[src/sv/slrd_pkg.sv]
package slrd_pkg;

    localparam int unsigned COUNT_W = 17;
    localparam int unsigned MUL_W   = 17;
    localparam int unsigned PROD_W  = 2 * MUL_W;
    localparam int unsigned CFG_IDX_W  = 3;
    localparam int unsigned CFG_DATA_W = 32;

    localparam logic [COUNT_W-1:0] COUNT_MAX = 17'd65536;
    localparam logic [MUL_W-1:0]   SCALE_PCT = 17'd10000;
    localparam logic [MUL_W-1:0]   SCALE_100 = 17'd100;

    typedef enum logic [CFG_IDX_W-1:0] {
        REG_GREEN_MARGIN    = 3'd0,
        REG_BLUE_MARGIN     = 3'd1,
        REG_WHITE_RED_MIN   = 3'd2,
        REG_WHITE_GREEN_MIN = 3'd3,
        REG_WHITE_BLUE_MIN  = 3'd4,
        REG_BOX_CORNERS     = 3'd5,
        REG_STOP_PERCENT    = 3'd6
    } reg_index_t;

    typedef enum logic [2:0] {
        ST_IDLE,
        ST_CLASS,
        ST_AREA,
        ST_P100,
        ST_LHS,
        ST_RHS,
        ST_CMP,
        ST_OUT
    } state_t;

    typedef struct packed {
        logic [8:0] green_margin;
        logic [8:0] blue_margin;
        logic [7:0] white_red_min;
        logic [7:0] white_green_min;
        logic [7:0] white_blue_min;
        logic [7:0] box_left;
        logic [7:0] box_top;
        logic [7:0] box_right;
        logic [7:0] box_bottom;
    } slrd_cfg_t;

    // c*255/31 = 8c + floor(7c/31)
    function automatic logic [7:0] expand5(input logic [4:0] c);
        logic [2:0] frac;
        begin
            frac = 3'(c >= 5'd5) + 3'(c >= 5'd9) + 3'(c >= 5'd14) + 3'(c >= 5'd18)
                 + 3'(c >= 5'd23) + 3'(c >= 5'd27) + 3'(c >= 5'd31);
            expand5 = {c, 3'b000} + {5'b00000, frac};
        end
    endfunction

    // c*255/63 = 4c + floor(c/21)
    function automatic logic [7:0] expand6(input logic [5:0] c);
        logic [1:0] frac;
        begin
            frac = 2'(c >= 6'd21) + 2'(c >= 6'd42) + 2'(c >= 6'd63);
            expand6 = {c, 2'b00} + {6'b000000, frac};
        end
    endfunction

endpackage

[src/sv/slrd_classify.sv]
module slrd_classify
(
    input  slrd_pkg::slrd_cfg_t cfg,
    input  logic [15:0]         pixel_value,
    input  logic [7:0]          column,
    input  logic [7:0]          row,
    output logic                mask
);

    logic [7:0] r8;
    logic [7:0] g8;
    logic [7:0] b8;
    logic [9:0] g_need;
    logic [9:0] b_need;
    logic       red_enough;
    logic       white;
    logic       in_box;

    assign r8 = slrd_pkg::expand5(pixel_value[15:11]);
    assign g8 = slrd_pkg::expand6(pixel_value[10:5]);
    assign b8 = slrd_pkg::expand5(pixel_value[4:0]);

    assign g_need = {2'b00, g8} + {1'b0, cfg.green_margin};
    assign b_need = {2'b00, b8} + {1'b0, cfg.blue_margin};

    assign red_enough = ({2'b00, r8} >= g_need) && ({2'b00, r8} >= b_need);
    assign white      = (r8 >= cfg.white_red_min) && (g8 >= cfg.white_green_min)
                     && (b8 >= cfg.white_blue_min);
    assign in_box     = (column >= cfg.box_left) && (column <= cfg.box_right)
                     && (row >= cfg.box_top) && (row <= cfg.box_bottom);

    assign mask = in_box && red_enough && !white;

endmodule

[src/sv/slrd_mul.sv]
module slrd_mul
(
    input  logic                              clk,
    input  logic [slrd_pkg::MUL_W-1:0]        a,
    input  logic [slrd_pkg::MUL_W-1:0]        b,
    output logic [slrd_pkg::PROD_W-1:0]       prod
);

    logic [slrd_pkg::PROD_W-1:0] prod_reg;

    always_ff @(posedge clk)
    begin
        prod_reg <= {{slrd_pkg::MUL_W{1'b0}}, a} * {{slrd_pkg::MUL_W{1'b0}}, b};
    end

    assign prod = prod_reg;

endmodule

[src/sv/stop_line_region_detector_unit.sv]
// An ordinary pixel goes idle, classify, output; a frame-end pixel with a valid
// box also runs area, p100, lhs, rhs, compare (four passes through the shared
// multiplier). Input ready only in idle, so a new item waits for the last one;
// a finished item may still wait in the output register.
// Reset (rst_n low, asynchronous): count cleared, registers to defaults,
// no item held.
module stop_line_region_detector_unit
(
    input  logic                              clk,
    input  logic                              rst_n,
    input  logic                              cfg_write,
    input  logic [slrd_pkg::CFG_IDX_W-1:0]    cfg_index,
    input  logic [slrd_pkg::CFG_DATA_W-1:0]   cfg_data,
    input  logic                              in_valid,
    output logic                              in_ready,
    input  logic [15:0]                       pixel_value,
    input  logic [7:0]                        column,
    input  logic [7:0]                        row,
    input  logic                              frame_end,
    output logic                              out_valid,
    input  logic                              out_ready,
    output logic                              mask_bit,
    output logic                              frame_done,
    output logic                              stop_found,
    output logic [slrd_pkg::COUNT_W-1:0]      marked_total
);

    slrd_pkg::slrd_cfg_t cfg_reg;
    logic [6:0]          stop_percent_reg;

    slrd_pkg::state_t state_reg;
    slrd_pkg::state_t state_next;

    logic [15:0] pix_reg;
    logic [7:0]  col_reg;
    logic [7:0]  row_reg;
    logic        last_reg;
    logic        mask_reg;
    logic        mask_next;
    logic        stop_reg;
    logic        stop_next;
    logic [16:0] count_reg;
    logic [16:0] count_next;
    logic [16:0] total_reg;
    logic [16:0] total_next;
    logic [16:0] area_reg;
    logic [16:0] area_next;
    logic [16:0] p100_reg;
    logic [16:0] p100_next;
    logic [33:0] lhs_reg;
    logic [33:0] lhs_next;

    logic        out_valid_reg;
    logic        out_valid_next;
    logic        out_mask_reg;
    logic        out_last_reg;
    logic        out_stop_reg;
    logic [16:0] out_total_reg;
    logic        out_load;

    logic        pix_mask;
    logic        box_ok;
    logic [8:0]  box_w;
    logic [8:0]  box_h;
    logic [16:0] mul_a;
    logic [16:0] mul_b;
    logic [33:0] mul_p;
    logic [16:0] count_inc;

    always_ff @(posedge clk or negedge rst_n)
    begin
        if (!rst_n)
        begin
            cfg_reg.green_margin    <= 9'd0;
            cfg_reg.blue_margin     <= 9'd0;
            cfg_reg.white_red_min   <= 8'd255;
            cfg_reg.white_green_min <= 8'd255;
            cfg_reg.white_blue_min  <= 8'd255;
            cfg_reg.box_left        <= 8'd0;
            cfg_reg.box_top         <= 8'd0;
            cfg_reg.box_right       <= 8'd0;
            cfg_reg.box_bottom      <= 8'd0;
            stop_percent_reg        <= 7'd100;
        end
        else if (cfg_write)
        begin
            case (slrd_pkg::reg_index_t'(cfg_index))
                slrd_pkg::REG_GREEN_MARGIN:    cfg_reg.green_margin    <= cfg_data[8:0];
                slrd_pkg::REG_BLUE_MARGIN:     cfg_reg.blue_margin     <= cfg_data[8:0];
                slrd_pkg::REG_WHITE_RED_MIN:   cfg_reg.white_red_min   <= cfg_data[7:0];
                slrd_pkg::REG_WHITE_GREEN_MIN: cfg_reg.white_green_min <= cfg_data[7:0];
                slrd_pkg::REG_WHITE_BLUE_MIN:  cfg_reg.white_blue_min  <= cfg_data[7:0];
                slrd_pkg::REG_BOX_CORNERS:
                begin
                    cfg_reg.box_left   <= cfg_data[7:0];
                    cfg_reg.box_top    <= cfg_data[15:8];
                    cfg_reg.box_right  <= cfg_data[23:16];
                    cfg_reg.box_bottom <= cfg_data[31:24];
                end
                slrd_pkg::REG_STOP_PERCENT:    stop_percent_reg <= cfg_data[6:0];
                default:
                begin
                end
            endcase
        end
    end

    slrd_classify u_classify
    (
        .cfg         (cfg_reg),
        .pixel_value (pix_reg),
        .column      (col_reg),
        .row         (row_reg),
        .mask        (pix_mask)
    );

    slrd_mul u_mul
    (
        .clk  (clk),
        .a    (mul_a),
        .b    (mul_b),
        .prod (mul_p)
    );

    assign box_ok = (cfg_reg.box_right >= cfg_reg.box_left)
                 && (cfg_reg.box_bottom >= cfg_reg.box_top);
    assign box_w  = {1'b0, cfg_reg.box_right} - {1'b0, cfg_reg.box_left} + 9'd1;
    assign box_h  = {1'b0, cfg_reg.box_bottom} - {1'b0, cfg_reg.box_top} + 9'd1;

    assign count_inc = (pix_mask && (count_reg < slrd_pkg::COUNT_MAX))
                     ? count_reg + 17'd1 : count_reg;

    assign out_load = !out_valid_reg || out_ready;

    always_comb
    begin
        state_next     = state_reg;
        mask_next      = mask_reg;
        stop_next      = stop_reg;
        count_next     = count_reg;
        total_next     = total_reg;
        area_next      = area_reg;
        p100_next      = p100_reg;
        lhs_next       = lhs_reg;
        out_valid_next = out_valid_reg && !out_ready;
        mul_a          = 17'd0;
        mul_b          = 17'd0;
        in_ready       = 1'b0;

        case (state_reg)
            slrd_pkg::ST_IDLE:
            begin
                in_ready = 1'b1;
                if (in_valid)
                begin
                    state_next = slrd_pkg::ST_CLASS;
                end
            end
            slrd_pkg::ST_CLASS:
            begin
                mask_next  = pix_mask;
                total_next = count_inc;
                stop_next  = 1'b0;
                count_next = last_reg ? 17'd0 : count_inc;
                state_next = (last_reg && box_ok) ? slrd_pkg::ST_AREA : slrd_pkg::ST_OUT;
            end
            slrd_pkg::ST_AREA:
            begin
                mul_a      = {8'd0, box_w};
                mul_b      = {8'd0, box_h};
                state_next = slrd_pkg::ST_P100;
            end
            slrd_pkg::ST_P100:
            begin
                area_next  = mul_p[16:0];
                mul_a      = {10'd0, stop_percent_reg};
                mul_b      = slrd_pkg::SCALE_100;
                state_next = slrd_pkg::ST_LHS;
            end
            slrd_pkg::ST_LHS:
            begin
                p100_next  = mul_p[16:0];
                mul_a      = total_reg;
                mul_b      = slrd_pkg::SCALE_PCT;
                state_next = slrd_pkg::ST_RHS;
            end
            slrd_pkg::ST_RHS:
            begin
                lhs_next   = mul_p;
                mul_a      = area_reg;
                mul_b      = p100_reg;
                state_next = slrd_pkg::ST_CMP;
            end
            slrd_pkg::ST_CMP:
            begin
                stop_next  = lhs_reg >= mul_p;
                state_next = slrd_pkg::ST_OUT;
            end
            slrd_pkg::ST_OUT:
            begin
                if (out_load)
                begin
                    out_valid_next = 1'b1;
                    state_next     = slrd_pkg::ST_IDLE;
                end
            end
            default:
            begin
                state_next = slrd_pkg::ST_IDLE;
            end
        endcase
    end

    always_ff @(posedge clk or negedge rst_n)
    begin
        if (!rst_n)
        begin
            state_reg     <= slrd_pkg::ST_IDLE;
            count_reg     <= 17'd0;
            out_valid_reg <= 1'b0;
        end
        else
        begin
            state_reg     <= state_next;
            count_reg     <= count_next;
            out_valid_reg <= out_valid_next;
        end
    end

    always_ff @(posedge clk)
    begin
        if (in_ready && in_valid)
        begin
            pix_reg  <= pixel_value;
            col_reg  <= column;
            row_reg  <= row;
            last_reg <= frame_end;
        end
        mask_reg  <= mask_next;
        stop_reg  <= stop_next;
        total_reg <= total_next;
        area_reg  <= area_next;
        p100_reg  <= p100_next;
        lhs_reg   <= lhs_next;
        if ((state_reg == slrd_pkg::ST_OUT) && out_load)
        begin
            out_mask_reg  <= mask_reg;
            out_last_reg  <= last_reg;
            out_stop_reg  <= stop_reg;
            out_total_reg <= total_reg;
        end
    end

    assign out_valid    = out_valid_reg;
    assign mask_bit     = out_mask_reg;
    assign frame_done   = out_last_reg;
    assign stop_found   = out_stop_reg;
    assign marked_total = out_total_reg;

endmodule

[config.mk]
export PLATFORM = sky130hd
export DESIGN_NAME = stop_line_region_detector_unit
export DESIGN_NICKNAME = d
export VERILOG_FILES = /design/src/sv/slrd_pkg.sv /design/src/sv/slrd_classify.sv /design/src/sv/slrd_mul.sv /design/src/sv/stop_line_region_detector_unit.sv
export SDC_FILE = /design/constraint.sdc
export NUM_CORES = 1
export LEC_CHECK = 0
export ABC_AREA = 0
export BUFFER_PORTS_ARGS = -buffer_cell sky130_fd_sc_hd__buf_4
export CAP_MARGIN = 0
export CORE_MARGIN = 5
export CORE_UTILIZATION = 50
export DETAILED_ROUTE_END_ITERATION = 10
export PLACE_DENSITY = 0.79
export SLEW_MARGIN = 10
export SYNTH_ARGS = -nofsm -noshare
export SYNTH_HDL_FRONTEND = slang
export SYNTH_SLANG_ARGS = --single-unit
[constraint.sdc]
create_clock -name clk -period 11.9 [get_ports clk]
set_clock_uncertainty 0.1 [all_clocks]
set_input_delay 3.57 -clock clk [delete_from_list [all_inputs] [get_ports clk]]
set_output_delay 3.57 -clock clk [all_outputs]
set_load 0.01 [all_outputs]
### Word-level counts from Yosys, hierarchy flattened

Cells that the tools add are included.

| word-level totals | value |
|---|---|
| logic and storage cells | 139 |
| bits in registers | 276 |
| output and inout bits | 22 |

| operators by class | value |
|---|---|
| equal/unequal tests | 15 |
| add/sub/neg operators | 24 |
| multiplexer cells | 12 |
| reduce and logical (&&, ||, !) cells | 29 |
| multiply operators | 1 |
| magnitude comparators | 30 |

Operator list:

| kind | count |
|---|---|
| one-hot mux 17 bit (4 select lines) | 2 |
| >= comparator 8 bit | 7 |
| >= comparator 5 bit, second input constant | 8 |
| >= comparator 34 bit | 1 |
| multiplier 17 x 17 -> 34 bit | 1 |
| 2-to-1 mux 17 bit | 2 |
| adder 3 x 1 -> 3 bit | 10 |
| one-hot mux 3 bit (8 select lines) | 1 |
| equality test 3 bit, second input constant | 7 |
| adder 8 x 9 -> 10 bit | 2 |
| >= comparator 5 x 4 -> 1 bit, second input constant | 4 |
| >= comparator 8 x 10 -> 1 bit | 2 |
| adder 9 x 1 -> 9 bit, second input constant | 2 |
| subtractor 8 x 8 -> 9 bit | 2 |
| adder 17 x 1 -> 17 bit, second input constant | 1 |
| < comparator 17 bit, second input constant | 1 |
| adder 8 x 3 -> 8 bit | 2 |
| less-or-equal comparator 8 bit | 2 |
| AND reduction 2 bit | 8 |
| logical AND 1 bit | 14 |
| equality test 3 x 2 -> 1 bit, second input constant | 4 |
| >= comparator 6 bit, second input constant | 2 |
| >= comparator 5 x 3 -> 1 bit, second input constant | 2 |
| 2-to-1 mux 3 bit | 3 |
| 12 further kinds | 21 |

### Logic depth before layout (Yosys ltp)

| depth | value |
|---|---|
| word-level depth | 16 |
| gate-level depth with buffers | 35 |
| depth with buffers taken out | 34 |

### By module

Synthesis repeated with hierarchy kept, for this count alone.

| unflattened totals | value |
|---|---|
| cells, all modules | 2332 |
| area total of the unflattened synthesis | 24267.0 µm² |

Modules (own cells, without submodules):

| module | area an instance (µm²) | instances | cells an instance |
|---|---|---|---|
| stop_line_region_detector_unit | 11100.6 | 1 | 805 |
| slrd_mul | 10425.0 | 1 | 1169 |
| slrd_classify | 2741.4 | 1 | 358 |

### Least setup slack after synthesis

OpenSTA, ideal clock, no wires.

| path | value |
|---|---|
| path type | register to register |
| start | register cfg_reg[1] in the netlist's numbering |
| end | register u_mul.prod_reg (netlist bit u_mul.prod[33]) |
| path buffers | 1 |
| data required time | 11728 ps |
| period minus slack after synthesis | 8232 ps |
| library setup time | 72 ps |
| arrival time | 8060 ps |
| path slack | 3668 ps |
| stages on the path, launching flop included | 34 |
| path through | dfrtp_1 -> inv_1 -> ha_1 -> inv_1 -> ha_1 -> fa_1 -> a21o_1 -> a21oi_1 -> o21bai_1 -> a21oi_1 -> xor2_1 -> a22oi_1 -> clkbuf_1 -> nor2_1 -> fa_1 -> inv_1 -> fa_1 -> fa_1 -> inv_1 -> fa_1 -> fa_1 -> inv_1 -> fa_1 -> inv_1 -> ha_1 -> or2_2 -> a31oi_1 -> o21a_1 -> o31ai_1 -> a221o_1 -> a21oi_1 -> o2111ai_1 -> a21oi_1 -> xnor2_1 |

| between the ends | value |
|---|---|
| word-level cells in the longest chain between the ends | 4 |

RTL lines:

| element | RTL line | source |
|---|---|---|
| start: declaration | stop_line_region_detector_unit.sv:28 | `slrd_pkg::slrd_cfg_t cfg_reg;` |
| subtractor 8 x 8 -> 9 bit | stop_line_region_detector_unit.sv:128 | `assign box_h = {1'b0, cfg_reg.box_bottom} - {1'b0, cfg_reg.box_top} + 9'd1;` |
| adder 9 x 1 -> 9 bit | stop_line_region_detector_unit.sv:128 |  |
| one-hot mux 17 bit (4 select lines) | stop_line_region_detector_unit.sv:150 | `case (state_reg)` |
| multiplier 17 x 17 -> 34 bit | slrd_mul.sv:13 | `prod_reg <= {{slrd_pkg::MUL_W{1'b0}}, a} * {{slrd_pkg::MUL_W{1'b0}}, b};` |
| end signal: assignment | slrd_mul.sv:13 |  |
| end: declaration | slrd_mul.sv:9 | `logic [slrd_pkg::PROD_W-1:0] prod_reg;` |

Every way passes these cells.
A chain may end at the register's enable or synchronous reset.

### Worst setup path after layout

| path | value |
|---|---|
| start | register cfg_reg[26] in the netlist's numbering |
| end | register u_mul.prod_reg (netlist bit u_mul.prod[33]) |

| between the ends | value |
|---|---|
| word-level cells in the longest chain between the ends | 4 |

RTL lines:

| element | RTL line | source |
|---|---|---|
| subtractor 8 x 8 -> 9 bit | stop_line_region_detector_unit.sv:127 | `assign box_w = {1'b0, cfg_reg.box_right} - {1'b0, cfg_reg.box_left} + 9'd1;` |
| adder 9 x 1 -> 9 bit | stop_line_region_detector_unit.sv:127 |  |
| one-hot mux 17 bit (4 select lines) | stop_line_region_detector_unit.sv:150 |  |
| multiplier 17 x 17 -> 34 bit | slrd_mul.sv:13 |  |

Every way passes these cells.

==> flow_metrics.env <==
export IMPL_tns_ns=0
export IMPL_clock_sinks=276
export IMPL_slew_headroom_pct=13.6
export IMPL_num_vias=17400
export IMPL_grt_pass1_wl_um=97600
export IMPL_grt_pass1_vias=18800
export IMPL_hold_class="flop to flop"
export IMPL_drive_gt1_share_pct=11.9
export IMPL_synth_area_top_cells="fa_1 (20%), edfxtp_1 (18%), ha_1 (14%), dfrtp_1 (7.9%), inv_1 (6.6%)"
export IMPL_globalplace_congestion=0.984
export IMPL_grt_busiest_layer="met2"
export IMPL_die_y_um=229
export IMPL_ff2ff_setup_slack_ns=3.07
export IMPL_dp_hpwl_um=47300
export IMPL_start_util_pct=50.3
export IMPL_finalHoldViolations=0
export IMPL_slew_viol_final=0
export IMPL_cp_end_kind="flop"
export IMPL_path_max_fanout=11
export IMPL_fin_crit_sh_pct=74.2
export IMPL_synth_top_area_cell="fa_1"
export IMPL_cts_resized=0
export IMPL_synth_main_ff_cell="edfxtp_1"
export IMPL_async_reset_ff_share_pct=37.0
export IMPL_htreeDepth=1
export IMPL_synthesis_area_mm2=0.0239
export IMPL_holdBufCountCts=0
export IMPL_largest_reg_flops=74
export IMPL_worstPathRequired_ns=12.31
export IMPL_postSynthCellCount=2340
export IMPL_diodes=0
export IMPL_grt_max_degree=53
export IMPL_crit_type="flop to flop"
export IMPL_ios=95
export IMPL_rsz0062_at_grt="false"
export IMPL_status="complete, no violations"
export IMPL_routed_wl_um=60700
export IMPL_cts_clk_slew_worst_paths_ns=0.06
export IMPL_grt_overflow=0
export IMPL_cts_tree="built"
export IMPL_powerDensity_mw_per_mm2=243
export IMPL_fin_crit_ns=8.83
export IMPL_cts_buffers=31
export IMPL_clk_latency_ns=0.60
export IMPL_core_area_mm2=0.0475
export IMPL_drc_errors=0
export IMPL_p_leak_nw=12.3
export IMPL_utilization_pct=55.5
export IMPL_cap_viol_max_count=0
export IMPL_cp_arrival_ns=9.24
export IMPL_yosysWarningCount=0
export IMPL_drt_initial_drc_count=1572
export IMPL_die_w_um=229
export IMPL_seq_area_frac_synth_pct=31.3
export IMPL_tightestPinTransition_ns=1.29
export IMPL_cp_common_cell="fa_1"
export IMPL_postSynthAreaPerCell_um2=10.2
export IMPL_yosysMostFrequentCell="inv_1"
export IMPL_vdd_drop_max_mv=0.152
export IMPL_ys_top_cells_by_count="inv_1 (422), ha_1 (271), fa_1 (241)"
export IMPL_cp_slowest_stage_delay_ns=0.54
export IMPL_synth_top_area_share_pct=20.2
export IMPL_die_area_mm2=0.0523
export IMPL_final_setup_viol_count=0
export IMPL_vias_per_cell=5.67
export IMPL_max_freq_mhz=113
export IMPL_ys_ff_latch=276
export IMPL_clockBufferDepth=3
export IMPL_grt_met1_usage_pct=29.0
export IMPL_use_met3_pct=3.99
export IMPL_syn_to_final_growth_pct=10.4
export IMPL_grt_usage_pct=23.2
export IMPL_clockRootBuffer="clkbuf_16"
export IMPL_synth_nets=2925
export IMPL_drtPass1Iterations=6
export IMPL_postCtsSetupBuffers=0
export IMPL_rows=80
export IMPL_antenna_found_initial=0
export IMPL_final_antenna_net_count=0
export IMPL_nets=3020
export IMPL_critPathLaunchType="flop"
export IMPL_synth_distinct_cells=72
export IMPL_synth_edf_count=140
export IMPL_wire_per_inst_um=19.8
export IMPL_use_met2_pct=40.0
export IMPL_io_buffer_count=94
export IMPL_crit_slowest_cell="fa_1"
## metal layers
metal | share of wire (%) | routed length, um
met1 | 39 | 23500
met2 | 49 | 29500
met3 | 7.8 | 4730
met4 | 4.9 | 2990
met5 | 0 | 0
## stage by stage
stage | setup slack, ns | hold WS [ns] | cells | power [mW] | cell area (um^2)
6_report | 3.07 | 0.319 | 3075 | 6.41 | 26400
4_1_cts | 3.10 | 0.320 | 3075 | 6.42 | 26400
3_3_place_gp | 3.41 | 0.303 | 3017 | 5.25 | 25400
5_1_grt | 2.63 | 0.328 | 3075 | 6.99 | 26400
2_1_floorplan | 3.67 | 0.300 | 2340 | 4.21 | 23900
3_5_place_dp | 3.13 | 0.305 | 3017 | 5.44 | 25400
## path summary, 6_finish.rpt
kind,cells past startpoint,endpoint,start
worst min-delay path,0,stop_found$_DFFE_PP_,stop_reg$_DFFE_PP_
min in group asynchronous,1,cfg_reg[19]$_DFFE_PN0P_,rst_n
worst max-delay path,31,u_mul.prod[33]$_DFF_P_,cfg_reg[26]$_DFFE_PN0P_
worst max register to register,31,u_mul.prod[33]$_DFF_P_,cfg_reg[26]$_DFFE_PN0P_
max in group asynchronous,2,cfg_reg[25]$_DFFE_PN0P_,rst_n
worst min register to register,0,stop_found$_DFFE_PP_,stop_reg$_DFFE_PP_
## critical path: cells and delay by family, from the launching register on
family | cells | cell delay [ns]
adders and majority gates | 9 | 4.18
AOI/OAI and AO/OA | 12 | 2.88
DFF | 1 | 0.38
buffers and inverters | 5 | 0.30
and+or+nand+nor | 3 | 0.58
xor gates and xnor gates | 2 | 0.32
## power breakdown
| group | internal [mW] | switching, mW | leakage, nW | total (mW) |
|---|---|---|---|---|
| clock network | 0.535 | 0.413 | 0.504 | 0.948 |
| registers | 1.32 | 0.158 | 2.77 | 1.48 |
| logic | 1.48 | 2.50 | 9.06 | 3.98 |
| total | 3.34 | 3.07 | 12.3 | 6.41 |
## cell families (layout without fill, tap and decap cells)
family | Yosys count | count (layout) | synth area share (%)
AO/OA/AOI/OAI | 316 | 316 | 8.99
AND/OR/NAND/NOR | 597 | 597 | 11.3
buffers and inverters | 485 | 605 | 7.62
adder cells (fa/ha/maj) | 512 | 512 | 34.4
multiplexers | 86 | 86 | 3.99
flip-flops | 276 | 276 | 31.3
XOR/XNOR | 68 | 68 | 2.49
## area by class of cell
| cell class | count | area [um^2] |
|---|---|---|
| multi-input cells | 1579 | 14600 |
| clock buffers | 35 | 801 |
| fillers | 3905 | 21200 |
| well taps | 615 | 769 |
| clock inverters | 23 | 209 |
| repair buffers | 124 | 931 |
| inverters | 423 | 1590 |
| flip-flops and latches | 276 | 7470 |
## cell usage in the layout, fill, tap and decap left out, types with 34 or more instances in the layout
master / netlist / layout
inv_1: 422 / 422
ha_1: 271 / 271
fa_1: 241 / 241
nand2_1: 228 / 228
nor2_1: 189 / 186
edfxtp_1: 140 / 140
buf_4: 0 / 124
dfrtp_1: 75 / 75
mux2_2: 73 / 73
a21oi_1: 70 / 70
o21ai_0: 50 / 49
a21o_1: 43 / 43
xnor2_1: 38 / 38
nand3_1: 35 / 35
dfxtp_1: 34 / 34
No activity file was read; power rests on OpenSTA's default activity.
